[config.mk]
export PLATFORM = sky130hd
export DESIGN_NAME = bba_ctrl
export DESIGN_NICKNAME = d
export VERILOG_FILES = /design/src/rtl/bba_pkg.sv /design/src/rtl/bba_ctrl.sv
export SDC_FILE = /design/constraint.sdc
export NUM_CORES = 1
export LEC_CHECK = 0
export ABC_AREA = 1
export BUFFER_PORTS_ARGS = -buffer_cell sky130_fd_sc_hd__buf_2
export CELL_PAD_IN_SITES_DETAIL_PLACEMENT = 1
export CELL_PAD_IN_SITES_GLOBAL_PLACEMENT = 1
export CORE_MARGIN = 3
export CORE_UTILIZATION = 42
export DETAILED_ROUTE_END_ITERATION = 8
export PLACE_DENSITY_LB_ADDON = 0.1
export SLEW_MARGIN = 40
export SYNTH_ARGS = -nofsm -noshare
export SYNTH_HDL_FRONTEND = slang
export SYNTH_SLANG_ARGS = --single-unit
[constraint.sdc]
create_clock -name aclk -period 3.7 [get_ports aclk]
set_input_delay 0.37 -clock aclk [delete_from_list [all_inputs] [get_ports aclk]]
set_output_delay 0.37 -clock aclk [all_outputs]
set_load 0.01 [all_outputs]
[src/rtl/bba_pkg.sv]
// ----------------------------------------------------------------------------
// Buddy block allocator package
// Node kinds, result status codes and sequencer states shared by the design.
// ----------------------------------------------------------------------------
package bba_pkg;

    localparam int ADDR_OUT_W = 10;
    localparam int REQ_W      = 11;
    localparam int OWNER_W    = 16;

    typedef enum logic [1:0] {
        KIND_UNUSED = 2'd0,
        KIND_FREE   = 2'd1,
        KIND_SPLIT  = 2'd2,
        KIND_ALLOC  = 2'd3
    } kind_t;

    typedef enum logic [1:0] {
        ST_DONE      = 2'd0,
        ST_NO_FIT    = 2'd1,
        ST_NOT_FOUND = 2'd2
    } status_t;

    typedef enum logic [4:0] {
        S_CLEAR,
        S_IDLE,
        S_VISIT_RD,
        S_VISIT_EV,
        S_ADVANCE,
        S_SPLIT_CHK,
        S_SPLIT_W1,
        S_SPLIT_W2,
        S_ALLOC_W,
        S_FREE_W,
        S_MERGE_UP,
        S_MERGE_RDL,
        S_MERGE_RDR,
        S_MERGE_CHK,
        S_MERGE_WL,
        S_MERGE_WR,
        S_MERGE_WN,
        S_FINISH
    } state_t;

    typedef struct packed {
        logic kind_we;
        logic owner_we;
    } mem_ctl_t;

endpackage

[src/rtl/bba_ctrl.sv]
// ----------------------------------------------------------------------------
// Buddy block allocator sequencer
// Walks the block tree one node at a time, splits, allocates, frees and merges.
// ----------------------------------------------------------------------------
module bba_ctrl #(
    parameter int MEM_SIZE = 1024
) (
    input  logic                               aclk,
    input  logic                               aresetn,
    input  logic                               s_valid,
    output logic                               s_ready,
    input  logic                               s_command,
    input  logic [bba_pkg::OWNER_W-1:0]        s_owner_id,
    input  logic [bba_pkg::REQ_W-1:0]          s_request_size,
    output logic                               m_valid,
    input  logic                               m_ready,
    output logic [1:0]                         m_status,
    output logic [bba_pkg::ADDR_OUT_W-1:0]     m_block_address,
    output logic [$clog2(MEM_SIZE):0]          mem_addr,
    output bba_pkg::mem_ctl_t                  mem_ctl,
    output bba_pkg::kind_t                     kind_wdata,
    output logic [bba_pkg::OWNER_W-1:0]        owner_wdata,
    input  bba_pkg::kind_t                     kind_rdata,
    input  logic [bba_pkg::OWNER_W-1:0]        owner_rdata
);
    import bba_pkg::*;

    localparam int LOG2       = $clog2(MEM_SIZE);
    localparam int NODE_W     = LOG2 + 1;
    localparam int NODE_COUNT = 2 * MEM_SIZE - 1;
    localparam int DEPTH_W    = $clog2(LOG2 + 1);
    localparam int SIZE_W     = LOG2 + 1;
    localparam int CMP_W      = (SIZE_W > REQ_W) ? SIZE_W : REQ_W;
    localparam int WIDE_W     = (NODE_W > ADDR_OUT_W) ? NODE_W : ADDR_OUT_W;

    state_t                state_reg, state_next;
    logic [NODE_W-1:0]     n_reg, n_next;
    logic [DEPTH_W-1:0]    depth_reg, depth_next;
    logic [SIZE_W-1:0]     size_reg, size_next;
    logic                  cmd_reg, cmd_next;
    logic [OWNER_W-1:0]    owner_reg, owner_next;
    logic [REQ_W-1:0]      req_reg, req_next;
    logic                  lfree_reg, lfree_next;
    status_t               res_status_reg, res_status_next;
    logic [ADDR_OUT_W-1:0] res_addr_reg, res_addr_next;
    logic                  m_valid_reg, m_valid_next;
    logic [1:0]            m_status_reg, m_status_next;
    logic [ADDR_OUT_W-1:0] m_addr_reg, m_addr_next;

    logic [NODE_W-1:0]     left_node;
    logic [NODE_W-1:0]     right_node;
    logic [NODE_W-1:0]     parent_node;
    logic [SIZE_W-1:0]     half_size;
    logic                  size_ge;
    logic                  half_ge;
    logic                  at_bottom;
    logic                  descend_ok;
    logic                  owner_hit;
    logic                  clear_last;
    logic                  out_free;
    logic [NODE_W-1:0]     node_off;
    logic [DEPTH_W-1:0]    shamt;
    logic [WIDE_W-1:0]     addr_wide;

    assign left_node   = {n_reg[NODE_W-2:0], 1'b1};
    assign right_node  = NODE_W'({n_reg[NODE_W-2:0], 1'b1} + 1'b1);
    assign parent_node = NODE_W'((n_reg - 1'b1) >> 1);
    assign half_size   = size_reg >> 1;
    assign size_ge     = CMP_W'(size_reg) >= CMP_W'(req_reg);
    assign half_ge     = CMP_W'(half_size) >= CMP_W'(req_reg);
    assign at_bottom   = depth_reg == DEPTH_W'(LOG2);
    assign descend_ok  = (kind_rdata == KIND_SPLIT) && half_ge && !at_bottom;
    assign owner_hit   = (kind_rdata == KIND_ALLOC) && (owner_rdata == owner_reg);
    assign clear_last  = n_reg == NODE_W'(NODE_COUNT - 1);
    assign out_free    = !m_valid_reg || m_ready;
    assign node_off    = NODE_W'(n_reg + 1'b1) - (NODE_W'(1) << depth_reg);
    assign shamt       = DEPTH_W'(LOG2) - depth_reg;
    assign addr_wide   = WIDE_W'(node_off) << shamt;

    always_ff @(posedge aclk) begin
        if (!aresetn) begin
            state_reg   <= S_CLEAR;
            n_reg       <= '0;
            m_valid_reg <= 1'b0;
        end else begin
            state_reg   <= state_next;
            n_reg       <= n_next;
            m_valid_reg <= m_valid_next;
        end
    end

    always_ff @(posedge aclk) begin
        depth_reg      <= depth_next;
        size_reg       <= size_next;
        cmd_reg        <= cmd_next;
        owner_reg      <= owner_next;
        req_reg        <= req_next;
        lfree_reg      <= lfree_next;
        res_status_reg <= res_status_next;
        res_addr_reg   <= res_addr_next;
        m_status_reg   <= m_status_next;
        m_addr_reg     <= m_addr_next;
    end

    always_comb begin
        state_next = state_reg;
        unique case (state_reg)
            S_CLEAR: begin
                if (clear_last) begin
                    state_next = S_IDLE;
                end
            end
            S_IDLE: begin
                if (s_valid) begin
                    if (!s_command && s_request_size == '0) begin
                        state_next = S_FINISH;
                    end else begin
                        state_next = S_VISIT_RD;
                    end
                end
            end
            S_VISIT_RD: state_next = S_VISIT_EV;
            S_VISIT_EV: begin
                if (!cmd_reg && kind_rdata == KIND_FREE && size_ge) begin
                    state_next = S_SPLIT_CHK;
                end else if (cmd_reg && owner_hit) begin
                    state_next = S_FREE_W;
                end else if (descend_ok) begin
                    state_next = S_VISIT_RD;
                end else begin
                    state_next = S_ADVANCE;
                end
            end
            S_ADVANCE: begin
                if (n_reg == '0) begin
                    state_next = S_FINISH;
                end else if (n_reg[0]) begin
                    state_next = S_VISIT_RD;
                end
            end
            S_SPLIT_CHK: begin
                if (half_ge && !at_bottom) begin
                    state_next = S_SPLIT_W1;
                end else begin
                    state_next = S_ALLOC_W;
                end
            end
            S_SPLIT_W1:  state_next = S_SPLIT_W2;
            S_SPLIT_W2:  state_next = S_SPLIT_CHK;
            S_ALLOC_W:   state_next = S_FINISH;
            S_FREE_W: begin
                state_next = (n_reg == '0) ? S_FINISH : S_MERGE_UP;
            end
            S_MERGE_UP:  state_next = S_MERGE_RDL;
            S_MERGE_RDL: state_next = S_MERGE_RDR;
            S_MERGE_RDR: state_next = S_MERGE_CHK;
            S_MERGE_CHK: begin
                if (lfree_reg && kind_rdata == KIND_FREE) begin
                    state_next = S_MERGE_WL;
                end else begin
                    state_next = (n_reg == '0) ? S_FINISH : S_MERGE_UP;
                end
            end
            S_MERGE_WL:  state_next = S_MERGE_WR;
            S_MERGE_WR:  state_next = S_MERGE_WN;
            S_MERGE_WN: begin
                state_next = (n_reg == '0) ? S_FINISH : S_MERGE_UP;
            end
            S_FINISH: begin
                if (out_free) begin
                    state_next = S_IDLE;
                end
            end
            default: state_next = S_CLEAR;
        endcase
    end

    always_comb begin
        n_next          = n_reg;
        depth_next      = depth_reg;
        size_next       = size_reg;
        cmd_next        = cmd_reg;
        owner_next      = owner_reg;
        req_next        = req_reg;
        lfree_next      = lfree_reg;
        res_status_next = res_status_reg;
        res_addr_next   = res_addr_reg;
        m_valid_next    = m_valid_reg && !m_ready;
        m_status_next   = m_status_reg;
        m_addr_next     = m_addr_reg;
        case (state_reg)
            S_CLEAR: begin
                if (!clear_last) begin
                    n_next = n_reg + 1'b1;
                end
            end
            S_IDLE: begin
                n_next          = '0;
                depth_next      = '0;
                size_next       = SIZE_W'(MEM_SIZE);
                cmd_next        = s_command;
                owner_next      = s_owner_id;
                req_next        = s_request_size;
                res_status_next = ST_NO_FIT;
                res_addr_next   = '0;
            end
            S_VISIT_EV: begin
                if (!(!cmd_reg && kind_rdata == KIND_FREE && size_ge) &&
                    !(cmd_reg && owner_hit) && descend_ok) begin
                    n_next     = left_node;
                    depth_next = depth_reg + 1'b1;
                    size_next  = half_size;
                end
            end
            S_ADVANCE: begin
                if (n_reg == '0) begin
                    res_status_next = cmd_reg ? ST_NOT_FOUND : ST_NO_FIT;
                    res_addr_next   = '0;
                end else if (n_reg[0]) begin
                    n_next = n_reg + 1'b1;
                end else begin
                    n_next     = parent_node;
                    depth_next = depth_reg - 1'b1;
                    size_next  = size_reg << 1;
                end
            end
            S_SPLIT_W2: begin
                n_next     = left_node;
                depth_next = depth_reg + 1'b1;
                size_next  = half_size;
            end
            S_ALLOC_W, S_FREE_W: begin
                res_status_next = ST_DONE;
                res_addr_next   = addr_wide[ADDR_OUT_W-1:0];
            end
            S_MERGE_UP: begin
                n_next = parent_node;
            end
            S_MERGE_RDR: begin
                lfree_next = kind_rdata == KIND_FREE;
            end
            S_FINISH: begin
                if (out_free) begin
                    m_valid_next  = 1'b1;
                    m_status_next = res_status_reg;
                    m_addr_next   = res_addr_reg;
                end
            end
            default: begin
            end
        endcase
    end

    always_comb begin
        mem_addr         = n_reg;
        mem_ctl.kind_we  = 1'b0;
        mem_ctl.owner_we = 1'b0;
        kind_wdata       = KIND_UNUSED;
        owner_wdata      = owner_reg;
        unique case (state_reg)
            S_CLEAR: begin
                mem_ctl.kind_we = 1'b1;
                kind_wdata      = (n_reg == '0) ? KIND_FREE : KIND_UNUSED;
            end
            S_SPLIT_W1: begin
                mem_ctl.kind_we = 1'b1;
                kind_wdata      = KIND_SPLIT;
            end
            S_SPLIT_W2: begin
                mem_addr        = right_node;
                mem_ctl.kind_we = 1'b1;
                kind_wdata      = KIND_FREE;
            end
            S_ALLOC_W: begin
                mem_ctl.kind_we  = 1'b1;
                mem_ctl.owner_we = 1'b1;
                kind_wdata       = KIND_ALLOC;
            end
            S_FREE_W, S_MERGE_WN: begin
                mem_ctl.kind_we = 1'b1;
                kind_wdata      = KIND_FREE;
            end
            S_MERGE_RDL: mem_addr = left_node;
            S_MERGE_RDR: mem_addr = right_node;
            S_MERGE_WL: begin
                mem_addr        = left_node;
                mem_ctl.kind_we = 1'b1;
            end
            S_MERGE_WR: begin
                mem_addr        = right_node;
                mem_ctl.kind_we = 1'b1;
            end
            default: begin
            end
        endcase
    end

    assign s_ready         = state_reg == S_IDLE;
    assign m_valid         = m_valid_reg;
    assign m_status        = m_status_reg;
    assign m_block_address = m_addr_reg;

endmodule

==> results.py <==
metrics = {
    "clock_tree": {
        "clkTransAtPathRegs_ns": 0.07,
        "cts_buffers": 9,
        "cts-hold-fix-buffers": 0,
        "htreeDepth": 3,
        "cts.sinks": 85,
        "clockBufferDepth": 2,
        "cts_setup_buffers": 0,
        "cts_resized": 0,
        "tritoncts": "built",
        "cts_root_buffer": "clkbuf_16",
        "clk_latency_ns": 0.36,
    },
    "sta": {
        "hold_viol_final": 0,
        "worst_pin_slew_ns": 0.713,
        "max_slew_margin_pct": 52.4,
        "setup_viol": 0,
        "rsz0062_at_grt": "false",
        "holdWs_ns": 0.187,
        "slew_viol_final": 0,
        "fmax_mhz": 319,
        "skew_ns": 0.00963,
        "period_needed_ns": 3.13,
        "min_period_over_period_pct": 84.6,
        "tns_ns": 0,
    },
    "synth": {
        "synth.cell_area_um2": 6130,
        "ys_types": 41,
        "ys_warn_count": 0,
        "ys_ff_latch": 85,
        "synth-edff-count": 68,
        "async_flop_share_pct": 0,
        "synthCells": 799,
        "synth_top_flop_cell": "edfxtp_1",
        "seq_area_frac_synth_pct": 38.9,
        "syn_nets": 892,
        "syn_avg_cell_area_um2": 7.67,
    },
    "job": {
        "maxCapViolCount": 0,
    },
    "pwr": {
        "switchingPower_w": 0.000562,
        "ir_drop_mv": 0.186,
        "p_sw_share_pct": 26.3,
        "p_per_area_nw_per_um2": 301,
        "internal-power_w": 0.00157,
        "total_power_w": 0.00214,
        "clockPowerShare_pct": 41.4,
        "p_leak_nw": 3.41,
        "power_frac_seq_pct": 48.2,
        "power_frac_comb_pct": 10.4,
    },
    "grt": {
        "grt_first_pass_wirelength_um": 31500,
        "grt.met3_usage_pct": 3.07,
        "grt_start_max_net_pins": 31,
        "grtUsageMet2_pct": 42.2,
        "antenna_found_initial": 0,
        "gr-max-usage-layer": "met2",
        "grt_pass1_vias": 6244,
        "grt_use_total_pct": 24.3,
        "grt_use_met1_pct": 30.6,
        "gr-total-overflow": 0,
    },
    "cells_and_area": {
        "layout_commonest_cell": "nand2_1",
        "num_antenna_cells": 0,
        "mostFrequentLayoutCells": "nand2_1 (183), inv_1 (113), buf_2 (94)",
        "area_growth_pct": 15.9,
        "nets": 989,
        "drive_above_1_share_pct": 17.4,
        "largest_reg_flops": 16,
    },
    "detailed_routing": {
        "vias": 5899,
        "drcViolationCount": 0,
        "viasPerCell": 5.46,
        "final_antenna_net_count": 0,
        "wl_um": 19300,
        "first_pass_iters": 4,
        "drt_first_iter_violations": 304,
        "routedWlPerCell_um": 17.9,
    },
    "worst_setup_path": {
        "r2r_setup_slack_ns": 0.57,
        "required_ns": 3.81,
        "worstSetupEndpointType": "flip-flop",
        "cpMostUsedCell": "nand2_1",
        "cp_slowest_cell": "dfxtp_1",
        "cp_slowest_stage_delay_ns": 0.46,
        "worstPathArrival_ns": 3.24,
        "path_max_fanout": 6,
        "startpoint_type": "flip-flop",
        "worst-setup-path-type": "reg2reg",
        "crit_chain": "ha_1 > nand2_1 > nor2_1 > nand2_1 > xor2_1 > inv_1 > ha_1 > nand2_1 > inv_1 > a21oi_1 > nand3_1 > inv_1 > nand3_1 > nand3_1 > nand2_1 > nand2_1 > nand2_1 > nand2_1 > a21oi_1",
    },
    "die": {
        "ios": 95,
        "die_w_um": 127,
        "core_area_um2": 14100,
        "die_y_um": 127,
        "rows": 43,
        "start_util_pct": 43.5,
        "dieArea_um2": 16100,
    },
    "placed_design": {
        "io_buffers": 94,
        "gp_congestion": 0.975,
        "dpl.hpwl_um": 15400,
    },
    "min_path": {
        "hold_path_class": "in2reg",
    },
    "run_status": {
        "outcome": "finished clean",
    },
}
-- cell families after synthesis --
family                     share of synthesized area [%]
adders and majority gates                           9.03
DFF                                                 38.9
xor gates and xnor gates                            3.72
AOI/OAI and AO/OA                                   9.99
and+or+nand+nor                                     29.4
muxes                                              0.163
buffers and inverters                               8.86
-- critical path: cells and delay by family (launching register included) --
kind                     cells  cell delay (ns)
AO/OA/AOI/OAI                2             0.22
adder cells (fa/ha/maj)      2             0.59
XOR/XNOR                     1             0.34
AND/OR/NAND/NOR             11             1.07
flip-flops                   1             0.46
buffers and inverters        3             0.21
-- path summary, 6_finish.rpt --
| path | startpoint | to | cells past startpoint |
|---|---|---|---|
| max reg2reg | n_reg[0] | res_addr_reg[9] | 19 |
| min | s_owner_id[10] | owner_wdata[10] | 1 |
| max | n_reg[0] | res_addr_reg[9] | 19 |
| min reg2reg | res_addr_reg[6] | m_block_address[6] | 0 |
-- area by class of cell --
type,instances,area (um2)
fill,1769,7000
multi-input combinational,573,3210
sequential,85,2380
timing repair buffer,102,531
inverter,125,469
clock buffer,9,225
tap,180,225
clock inverter,7,61.3
-- through the flow --
stage / util, % / cells / instance area [um2] / worst slack (ns)
2_1_floorplan: - / 799 / 6130 / 0.772
3_3_place_gp: 48.3 / 1065 / 6810 / 0.683
3_5_place_dp: 48.3 / 1065 / 6810 / 0.622
4_1_cts: 50.4 / 1081 / 7100 / 0.587
5_1_grt: 50.4 / 1081 / 7100 / 0.314
6_report: 50.4 / 1081 / 7100 / 0.570
-- layer usage --
layer / part of all wire, % / vias up / wire, um
met5: 0 / - / 0
met4: 1.7 / 0 / 332
met3: 4.5 / 28 / 866
met2: 50 / 147 / 9600
met1: 44 / 2841 / 8520
li1: - / 2883 / -
-- synth_stat cells, types with 5 or more instances --
library cell	number	area share (%)
o221ai_1	12	1.7
o21ai_0	28	2.3
inv_2	12	0.74
edfxtp_1	68	33
nor2_1	89	5.5
a21oi_1	30	2.5
nand3_1	65	5.3
nor3_1	12	0.98
ha_1	41	8.4
inv_1	113	6.9
clkbuf_1	9	0.55
buf_2	5	0.41
xnor2_1	10	1.4
o22ai_1	12	1.2
dfxtp_1	17	5.6
nand4_1	26	2.7
xor2_1	16	2.3
nor2_2	6	0.61
nand2_1	183	11
o211ai_1	7	0.86
-- power groups by stage --
stage	sequential [W]	combinational (W)	clock (W)
finish	0.00103	0.000222	0.000883
global route	0.00103	0.000252	0.000944
CTS	0.00103	0.000223	0.000903
detailed placement	0.00105	0.000221	0
global placement	0.00105	0.000211	0
floorplan	0.00105	0.000143	0
(Power assumes the default switching activity.)
